**src/sv/rfm_pkg.sv**
```systemverilog
// Shared constants, codes and types of the reciprocal frequency meter.
`default_nettype none
package rfm_pkg;

  // Datapath widths fixed by the item fields
  localparam int DATA_W  = 32;
  localparam int VEL_W   = 48;
  localparam int PROD_W  = 2 * DATA_W;
  localparam int FRAC_W  = 16;

  // Default width of the capture timer
  localparam int COUNT_WIDTH_DEF = 32;

  // Bits handled per cycle by the serial divider and multiplier
  localparam int DIGIT = 2;
  localparam int STEPS = DATA_W / DIGIT;
  localparam int CNT_W = $clog2(STEPS);

  // Configuration port
  localparam int CFG_IDX_W = 2;

  typedef enum logic [CFG_IDX_W-1:0] {
    REG_CLOCK_HZ       = 2'd0,
    REG_COUNTER_TOP    = 2'd1,
    REG_VELOCITY_SCALE = 2'd2,
    REG_UNUSED         = 2'd3
  } cfg_reg_t;

  localparam logic [DATA_W-1:0] CLOCK_HZ_RST    = 32'd168000000;
  localparam logic [DATA_W-1:0] COUNTER_TOP_RST = 32'hFFFF_FFFF;
  localparam logic [DATA_W-1:0] SCALE_RST       = 32'd0;
  localparam logic [DATA_W-1:0] SCALE_ONE       = 32'h0001_0000;

  // Event kinds
  typedef enum logic {
    ACT_CAPTURE  = 1'b0,
    ACT_ROLLOVER = 1'b1
  } action_t;

  // Rollover count saturates here
  localparam logic [1:0] ROLL_SAT = 2'd2;

  typedef enum logic [1:0] {
    ST_IDLE,
    ST_DIV,
    ST_MUL
  } state_t;

  // Status of a serial arithmetic unit
  typedef struct packed {
    logic busy;
    logic done;
  } unit_status_t;

endpackage
`default_nettype wire

```
**src/sv/rfm_if.sv**
```systemverilog
// Stream interfaces for timer events in and measurements out.
`default_nettype none
interface rfm_in_if;
  logic                      valid;
  logic                      ready;
  logic                      action;
  logic [rfm_pkg::DATA_W-1:0] capture_value;

  modport source (output valid, output action, output capture_value, input ready);
  modport sink   (input valid, input action, input capture_value, output ready);
endinterface

interface rfm_out_if;
  logic                      valid;
  logic                      ready;
  logic [rfm_pkg::DATA_W-1:0] frequency;
  logic [rfm_pkg::VEL_W-1:0]  velocity;
  logic                      too_slow;

  modport source (output valid, output frequency, output velocity, output too_slow,
                  input ready);
  modport sink   (input valid, input frequency, input velocity, input too_slow,
                  output ready);
endinterface
`default_nettype wire

```
**src/sv/rfm_divider.sv**
```systemverilog
// Serial restoring divider, DIGIT quotient bits per cycle; zero divisor gives all ones.
`default_nettype none
module rfm_divider (
  input  wire logic                       clk,
  input  wire logic                       rst,
  input  wire logic                       start,
  input  wire logic [rfm_pkg::DATA_W-1:0] dividend,
  input  wire logic [rfm_pkg::DATA_W-1:0] divisor,
  output rfm_pkg::unit_status_t           status,
  output logic      [rfm_pkg::DATA_W-1:0] quotient
);
  import rfm_pkg::*;

  logic [DATA_W-1:0] rem, rem_next;
  logic [DATA_W-1:0] quo, quo_next;
  logic [DATA_W-1:0] den;
  logic [CNT_W-1:0]  count;
  logic              busy;
  logic              done;

  // One digit of restoring division
  always_comb begin
    logic [DATA_W:0]   partial;
    logic [DATA_W+1:0] diff;
    rem_next = rem;
    quo_next = quo;
    for (int i = 0; i < DIGIT; i++) begin
      partial = {rem_next, quo_next[DATA_W-1]};
      diff    = {1'b0, partial} - {2'b00, den};
      if (!diff[DATA_W+1]) begin
        rem_next = diff[DATA_W-1:0];
        quo_next = {quo_next[DATA_W-2:0], 1'b1};
      end else begin
        rem_next = partial[DATA_W-1:0];
        quo_next = {quo_next[DATA_W-2:0], 1'b0};
      end
    end
  end

  // Control
  always_ff @(posedge clk) begin
    if (rst) begin
      busy  <= 1'b0;
      done  <= 1'b0;
      count <= '0;
    end else begin
      done <= 1'b0;
      if (start) begin
        busy  <= 1'b1;
        count <= '0;
      end else if (busy) begin
        count <= count + CNT_W'(1);
        if (count == CNT_W'(STEPS - 1)) begin
          busy <= 1'b0;
          done <= 1'b1;
        end
      end
    end
  end

  // Operands and partial results
  always_ff @(posedge clk) begin
    if (start) begin
      rem <= '0;
      quo <= dividend;
      den <= divisor;
    end else if (busy) begin
      rem <= rem_next;
      quo <= quo_next;
    end
  end

  assign status   = '{busy: busy, done: done};
  assign quotient = quo;

endmodule
`default_nettype wire

```
**src/sv/rfm_multiplier.sv**
```systemverilog
// Serial shift-add multiplier, DIGIT multiplier bits per cycle, full product kept.
`default_nettype none
module rfm_multiplier (
  input  wire logic                       clk,
  input  wire logic                       rst,
  input  wire logic                       start,
  input  wire logic [rfm_pkg::DATA_W-1:0] multiplicand,
  input  wire logic [rfm_pkg::DATA_W-1:0] multiplier,
  output rfm_pkg::unit_status_t           status,
  output logic      [rfm_pkg::PROD_W-1:0] product
);
  import rfm_pkg::*;

  logic [DATA_W-1:0] hi, hi_next;
  logic [DATA_W-1:0] lo, lo_next;
  logic [DATA_W-1:0] mcand;
  logic [CNT_W-1:0]  count;
  logic              busy;
  logic              done;

  // One digit: add where the multiplier bit is set, then shift right
  always_comb begin
    logic [DATA_W:0] sum;
    hi_next = hi;
    lo_next = lo;
    for (int i = 0; i < DIGIT; i++) begin
      sum     = {1'b0, hi_next} + (lo_next[0] ? {1'b0, mcand} : '0);
      hi_next = sum[DATA_W:1];
      lo_next = {sum[0], lo_next[DATA_W-1:1]};
    end
  end

  // Control
  always_ff @(posedge clk) begin
    if (rst) begin
      busy  <= 1'b0;
      done  <= 1'b0;
      count <= '0;
    end else begin
      done <= 1'b0;
      if (start) begin
        busy  <= 1'b1;
        count <= '0;
      end else if (busy) begin
        count <= count + CNT_W'(1);
        if (count == CNT_W'(STEPS - 1)) begin
          busy <= 1'b0;
          done <= 1'b1;
        end
      end
    end
  end

  // Accumulator; holds the product once finished
  always_ff @(posedge clk) begin
    if (start) begin
      hi    <= '0;
      lo    <= multiplier;
      mcand <= multiplicand;
    end else if (busy) begin
      hi <= hi_next;
      lo <= lo_next;
    end
  end

  assign status  = '{busy: busy, done: done};
  assign product = {hi, lo};

endmodule
`default_nettype wire

```
**src/sv/reciprocal_frequency_meter_unit.sv**
```systemverilog
// Top level of the reciprocal frequency meter: event handling, sequencing and output.
// Each timer event yields one measurement. A rising-edge capture works out the period
// since the previous capture (adding counter_top when the count did not increase),
// divides clock_hz by it in a serial divider that takes two quotient bits per cycle,
// then scales the frequency by velocity_scale (zero counting as one) in a serial
// multiplier of the same digit size. A capture runs through the two 16-step serial
// units one after the other before its result is loaded into the output register.
// A timer rollover skips the divider and goes straight to the multiplier. A result
// held off at the output keeps the unit in the multiply phase until the output frees
// up. The next event is taken as soon as the previous measurement sits in the output
// register; configuration must be written only while the unit is idle.
`default_nettype none
module reciprocal_frequency_meter_unit #(
  parameter int COUNT_WIDTH = rfm_pkg::COUNT_WIDTH_DEF
) (
  input  wire logic                          clk,
  input  wire logic                          rst,
  rfm_in_if.sink                             in_ch,
  rfm_out_if.source                          out_ch,
  input  wire logic                          cfg_we,
  input  wire logic [rfm_pkg::CFG_IDX_W-1:0] cfg_index,
  input  wire logic [rfm_pkg::DATA_W-1:0]    cfg_data
);
  import rfm_pkg::*;

  // Configuration registers
  logic [DATA_W-1:0] clock_hz;
  logic [DATA_W-1:0] counter_top;
  logic [DATA_W-1:0] velocity_scale;

  always_ff @(posedge clk) begin
    if (rst) begin
      clock_hz       <= CLOCK_HZ_RST;
      counter_top    <= COUNTER_TOP_RST;
      velocity_scale <= SCALE_RST;
    end else if (cfg_we) begin
      unique case (cfg_reg_t'(cfg_index))
        REG_CLOCK_HZ:       clock_hz       <= cfg_data;
        REG_COUNTER_TOP:    counter_top    <= cfg_data;
        REG_VELOCITY_SCALE: velocity_scale <= cfg_data;
        default: ;
      endcase
    end
  end

  // Measurement state
  logic [COUNT_WIDTH-1:0] previous_capture;
  logic [DATA_W-1:0]      held_frequency;
  logic [1:0]             rollover_count;

  state_t state, state_next;
  logic   in_xfer;
  logic   div_start;
  logic   mul_start;
  logic   out_load;
  logic   out_free;

  unit_status_t      div_status;
  unit_status_t      mul_status;
  logic [DATA_W-1:0] quotient;
  logic [PROD_W-1:0] product;

  // Period since the previous capture, on the full datapath width
  logic [COUNT_WIDTH-1:0] capture;
  logic [DATA_W-1:0]      cap_ext;
  logic [DATA_W-1:0]      prev_ext;
  logic [DATA_W-1:0]      period;

  assign capture  = in_ch.capture_value[COUNT_WIDTH-1:0];
  assign cap_ext  = DATA_W'(capture);
  assign prev_ext = DATA_W'(previous_capture);
  assign period   = (cap_ext > prev_ext) ? (cap_ext - prev_ext)
                                         : (counter_top + cap_ext - prev_ext);

  assign out_free = !out_ch.valid || out_ch.ready;
  assign in_xfer  = in_ch.valid && in_ch.ready;

  // Sequencer state register
  always_ff @(posedge clk) begin
    if (rst) begin
      state <= ST_IDLE;
    end else begin
      state <= state_next;
    end
  end

  // Sequencer next state and strobes
  always_comb begin
    state_next  = state;
    in_ch.ready = 1'b0;
    div_start   = 1'b0;
    mul_start   = 1'b0;
    out_load    = 1'b0;
    unique case (state)
      ST_IDLE: begin
        in_ch.ready = 1'b1;
        if (in_ch.valid) begin
          if (action_t'(in_ch.action) == ACT_CAPTURE) begin
            div_start  = 1'b1;
            state_next = ST_DIV;
          end else begin
            mul_start  = 1'b1;
            state_next = ST_MUL;
          end
        end
      end
      ST_DIV: begin
        if (div_status.done) begin
          mul_start  = 1'b1;
          state_next = ST_MUL;
        end
      end
      ST_MUL: begin
        if (!mul_status.busy && out_free) begin
          out_load   = 1'b1;
          state_next = ST_IDLE;
        end
      end
      default: state_next = ST_IDLE;
    endcase
  end

  // Capture and rollover bookkeeping
  always_ff @(posedge clk) begin
    if (rst) begin
      previous_capture <= '0;
      held_frequency   <= '0;
      rollover_count   <= '0;
    end else begin
      if (in_xfer) begin
        if (action_t'(in_ch.action) == ACT_CAPTURE) begin
          previous_capture <= capture;
          rollover_count   <= '0;
        end else begin
          if (rollover_count != ROLL_SAT) begin
            rollover_count <= rollover_count + 2'd1;
          end
          if (rollover_count != 2'd0) begin
            held_frequency <= '0;
          end
        end
      end
      if (state == ST_DIV && div_status.done) begin
        held_frequency <= quotient;
      end
    end
  end

  // Serial arithmetic units
  logic [DATA_W-1:0] scale_eff;
  assign scale_eff = (velocity_scale == '0) ? SCALE_ONE : velocity_scale;

  // Frequency the coming result carries, ahead of the held register
  logic [DATA_W-1:0] freq_next;
  assign freq_next = (state == ST_DIV)        ? quotient :
                     (rollover_count != 2'd0) ? '0       : held_frequency;

  rfm_divider u_div (
    .clk      (clk),
    .rst      (rst),
    .start    (div_start),
    .dividend (clock_hz),
    .divisor  (period),
    .status   (div_status),
    .quotient (quotient)
  );

  rfm_multiplier u_mul (
    .clk          (clk),
    .rst          (rst),
    .start        (mul_start),
    .multiplicand (freq_next),
    .multiplier   (scale_eff),
    .status       (mul_status),
    .product      (product)
  );

  // Output register
  always_ff @(posedge clk) begin
    if (rst) begin
      out_ch.valid <= 1'b0;
    end else if (out_load) begin
      out_ch.valid <= 1'b1;
    end else if (out_ch.ready) begin
      out_ch.valid <= 1'b0;
    end
  end

  always_ff @(posedge clk) begin
    if (out_load) begin
      out_ch.frequency <= held_frequency;
      out_ch.velocity  <= product[FRAC_W +: VEL_W];
      out_ch.too_slow  <= (rollover_count == ROLL_SAT);
    end
  end

`ifndef SYNTHESIS
  // A second rollover without an edge forces the frequency to zero
  a_rollover_zero: assert property (@(posedge clk) disable iff (rst)
    in_xfer && action_t'(in_ch.action) == ACT_ROLLOVER && rollover_count != 2'd0
    |=> held_frequency == '0)
    else $error("frequency not cleared after repeated rollover");

  // A too-slow result always carries zero frequency
  a_slow_freq: assert property (@(posedge clk) disable iff (rst)
    out_ch.valid && out_ch.too_slow |-> out_ch.frequency == '0)
    else $error("too_slow result with nonzero frequency");

  // The divider only runs while the sequencer waits on it
  a_div_owner: assert property (@(posedge clk) disable iff (rst)
    div_status.busy |-> state == ST_DIV)
    else $error("divider busy outside the divide phase");

  // The rollover count never passes saturation
  a_roll_sat: assert property (@(posedge clk) disable iff (rst)
    rollover_count != 2'd3)
    else $error("rollover count beyond saturation");
`endif

endmodule
`default_nettype wire
```
**src/flat_wrapper.sv**
```systemverilog
// flat-port wrapper written by rule: the top's interface ports become plain ports
module reciprocal_frequency_meter_unit_flat import rfm_pkg::*;
#(
  parameter int COUNT_WIDTH = rfm_pkg::COUNT_WIDTH_DEF
)
  (clk, rst, cfg_we, cfg_index, cfg_data, in_ch_valid, in_ch_action, in_ch_capture_value, in_ch_ready, out_ch_valid, out_ch_frequency, out_ch_velocity, out_ch_too_slow, out_ch_ready);
  rfm_in_if in_ch_i ();
  rfm_out_if out_ch_i ();
  input  wire logic clk;
  input  wire logic rst;
  input  wire logic cfg_we;
  input  wire logic [rfm_pkg::CFG_IDX_W-1:0] cfg_index;
  input  wire logic [rfm_pkg::DATA_W-1:0] cfg_data;
  input wire logic [$bits(in_ch_i.valid)-1:0] in_ch_valid;
  input wire logic [$bits(in_ch_i.action)-1:0] in_ch_action;
  input wire logic [$bits(in_ch_i.capture_value)-1:0] in_ch_capture_value;
  output wire logic [$bits(in_ch_i.ready)-1:0] in_ch_ready;
  output wire logic [$bits(out_ch_i.valid)-1:0] out_ch_valid;
  output wire logic [$bits(out_ch_i.frequency)-1:0] out_ch_frequency;
  output wire logic [$bits(out_ch_i.velocity)-1:0] out_ch_velocity;
  output wire logic [$bits(out_ch_i.too_slow)-1:0] out_ch_too_slow;
  input wire logic [$bits(out_ch_i.ready)-1:0] out_ch_ready;
  assign in_ch_i.valid = in_ch_valid;
  assign in_ch_i.action = in_ch_action;
  assign in_ch_i.capture_value = in_ch_capture_value;
  assign in_ch_ready = in_ch_i.ready;
  assign out_ch_valid = out_ch_i.valid;
  assign out_ch_frequency = out_ch_i.frequency;
  assign out_ch_velocity = out_ch_i.velocity;
  assign out_ch_too_slow = out_ch_i.too_slow;
  assign out_ch_i.ready = out_ch_ready;
  reciprocal_frequency_meter_unit #(.COUNT_WIDTH(COUNT_WIDTH)) u_core (.clk(clk), .rst(rst), .in_ch(in_ch_i), .out_ch(out_ch_i), .cfg_we(cfg_we), .cfg_index(cfg_index), .cfg_data(cfg_data));
endmodule
```
**config.mk**
```make
export PLATFORM = sky130hd
export DESIGN_NAME = reciprocal_frequency_meter_unit_flat
export DESIGN_NICKNAME = d
export VERILOG_FILES = /design/src/sv/rfm_pkg.sv /design/src/sv/rfm_if.sv /design/src/sv/rfm_divider.sv /design/src/sv/rfm_multiplier.sv /design/src/sv/reciprocal_frequency_meter_unit.sv /design/src/flat_wrapper.sv
export SDC_FILE = /design/constraint.sdc
export NUM_CORES = 1
export LEC_CHECK = 0
export BUFFER_PORTS_ARGS = -buffer_cell sky130_fd_sc_hd__buf_4
export CORE_MARGIN = 4
export CORE_UTILIZATION = 48
export CTS_CLUSTER_DIAMETER = 50
export DETAILED_ROUTE_END_ITERATION = 12
export HOLD_SLACK_MARGIN = 0.08
export PLACE_DENSITY = 0.65
export REMOVE_ABC_BUFFERS = 1
export SLEW_MARGIN = 0
export SYNTH_ARGS = -nofsm -noshare
export SYNTH_HDL_FRONTEND = slang
export SYNTH_HIERARCHICAL = 1
export SYNTH_SLANG_ARGS = --single-unit
```
**constraint.sdc**
```tcl
create_clock -name clk -period 11.8 [get_ports clk]
set_input_delay 0.59 -clock clk [delete_from_list [all_inputs] [get_ports clk]]
set_output_delay 0.59 -clock clk [all_outputs]
set_load 0.01 [all_outputs]
```
==> impl_results.md <==
- Status: completed
- Critical Path Fanout Max: 54
- Crit end category: flop
- Comb pwr share: 47.0%
- CTS tree: done
- Hold Crit Class: input port to flop
- Grt ovf: 0
- Tot Pwr: 7115 uW
- Worst path top cell family by delay: compound AO/OA/AOI/OAI gates
- Static Leak: 0.01347 uW
- Vias in the first global route: 22,036
- Num ports: approximately 160
- Worst setup SP type: flop
- CTS resizes: 0
- Initial core utilization: 48.91%
- Fmax: 0.1410 GHz
- Global-route wire length before repair: 121,000 um
- Core box area: 58,140 um2
- H-tree depth: 2
- Sink Count: 449
- Min Tclk post-route: 7.090 ns
- Clock transition at path regs: around 0.060 ns
- Critical path's slowest cell: or3_1
- First-iteration detailed-routing DRC count: between 1,500 and 2,000
- Final hold vios: 0
- Max-cap violations: 0
- Clk_skew: ~0.044 ns
- Worst path max stage delay: 0.62 ns
- Detailed Route WL: 77,990 um
- Via-per-instance ratio: ~5.7
- Fillers: 5,277
- Switching share of total power: 39.94%
- Commonest non-fill, non-tap cell in the layout: nand2_1
- Clock Root Buffer: clkbuf_16
- Tcrit/Tclk final: between 60% and 70%
- Die area: approximately 63,000 um2
- Final Max Tran Viols: 0
- Most frequent cells in the layout: 426 x nand2_1, 260 x a21oi_1, 240 x inv_1
- Mapped Cells: 3,153
- Crit path kind: flop to flop
- Clock Latency Late Sink: 0.65 ns
- Buffers added on ports: 154
- Gr usage total: 23.80%
- Cts hold-fix bufs: 0
- Area growth syn-to-layout: 12.65%
- CTS buffer count: 56
- Row cnt: 88
- Initial antenna violation count: 14
- Via count: ~23,000
- Max IR drop VDD: 0.1430 mV
- Worst-path cell chain: inv_1, ha_1, nor2b_1, o31a_1, a2111o_1, a21oi_2, o211ai_2, nand2_4, mux2_2, ha_1, o211ai_1, a21oi_1, o21ai_1, o21ai_1, o31ai_2, a21oi_1, o31a_1, or3_1, buf_4, mux2_4, a22o_1
- Int Pwr: 4273 uW
- Switching Power: between 2000 and 3000 uW
- Die Y: 251.4 um
- Antenna-violating nets left: 0
- Remaining DRCs: 0
- Setup repair bufs after CTS: 0
- Buf+Inv Stages, Crit Path: 2
- Gpl congestion: 0.9203
- Routed WL per cell: 19.34 um
- Seq pwr share: 28.2%
- Avg Cell Area, Syn: 9.018 um2
- CP arrival: 7.60 ns
- DPL Wire Length: 59,280 um
- Clock power frac: 24.8%
- Fin nets: 3,522
- Synth Cell Area: 28,430 um2
- Largest net degree at the start of global routing: 67
- Setup_tns: 0 ns
- DR pass1 iterations: 6
- Slew headroom: between 15 and 20%
- Area of the multi-input gates: around 16,000 um2
- Deepest clock path buffer count: 3
- Syn. warnings: 6
- Setup violations, final: 0
- Worst Path Required: 12.31 ns
- Worst-margin pin slew: around 1.3 ns
- Power Density: 222.1 nW/um2
- Die Width: about 250 um
- RSZ-0062 raised after global routing: false
- Ratio of cells with drive above 1 in the final layout: 11.97%
- Register Area: around 11,000 um2
-- worst reg2reg max path, delay by kind of cell (launching register included) --
family	cells	cell delay, ns
buffers and inverters	2	0.61
adder cells (fa/ha/maj)	2	0.60
flip-flops	1	0.42
AND/OR/NAND/NOR	3	1.25
AO/OA/AOI/OAI	12	3.32
multiplexers	2	0.79
-- stage by stage --
| stage | util [%] | setup slack (ns) | hold WS (ns) | std cells | area, um2 |
|---|---|---|---|---|---|
| after floorplan | - | 4.367 | 0.4222 | 2986 | 27770 |
| after global placement | 51.72 | 4.996 | 0.4312 | 3925 | 30070 |
| after detailed placement | 51.72 | 4.838 | 0.4378 | 3925 | 30070 |
| after CTS | 55.09 | 4.790 | 0.1430 | 4031 | 32030 |
| after global routing | 55.09 | 4.317 | 0.1488 | 4032 | 32030 |
| final | 55.10 | 4.710 | 0.1778 | 4033 | 32030 |
-- sequential cells by signal, indices dropped and copies added, names as in the netlist, 2 cells and up --
signal and count:
u_core/held_frequency 32, u_core/u_div/quotient 32, u_core/clock_hz 32, u_core/rollover_count 2, u_core/out_ch.velocity 48, u_core/counter_top 32, u_core/out_ch.frequency 32, u_core/u_div/den 32
u_core/u_div/count 4, u_core/u_mul/mcand 32, u_core/velocity_scale 32, u_core/prev_ext 32, u_core/u_mul/count 4, u_core/state 2, u_core/u_div/rem 32, u_core/u_mul/lo 32
u_core/u_mul/hi 32
-- final timing paths --
kind,start,end,slack [ns],depth (start not counted)
min reg2reg,u_core/held_frequency[26],u_core/out_ch.frequency[26],0.45,0
max,u_core/u_div/den[1],u_core/u_div/rem[14],4.71,21
max reg2reg,u_core/u_div/den[1],u_core/u_div/rem[14],4.71,21
min,cfg_data[28],u_core/counter_top[28],0.18,2
-- power by group through the flow --
stage / Clock [uW] / Sequential (uW) / Combinational [uW]
final: 1760 / 2000 / 3350
after global routing: 1870 / 2020 / 3670
after CTS: 1800 / 2000 / 3310
after detailed placement: 0 / 2030 / 3280
after global placement: 0 / 2030 / 3260
after floorplan: 0 / 1970 / 2500
-- layout make-up --
type | instances | share of cell area (%)
well taps | 765 | 2.988
diodes | 2 | 0.01562
clock buffers | 68 | 4.707
clock inverters | 38 | 1.414
multi-input cells | 2295 | 49.35
inverters | 242 | 2.844
repair buffers | 174 | 4.078
flip-flops and latches | 449 | 34.60
-- layer usage --
| layer | global-route usage, % | up-vias | wire, um |
|---|---|---|---|
| met3 | 4.397 | 139 | 4957 |
| met2 | 37.94 | 648 | 34940 |
| li1 | - | 11257 | - |
| met4 | 7.069 | 18 | 2248 |
| met1 | 33.22 | 10997 | 35720 |
| met5 | 0 | - | 128 |
No activity file was read; power rests on OpenSTA's default activity.
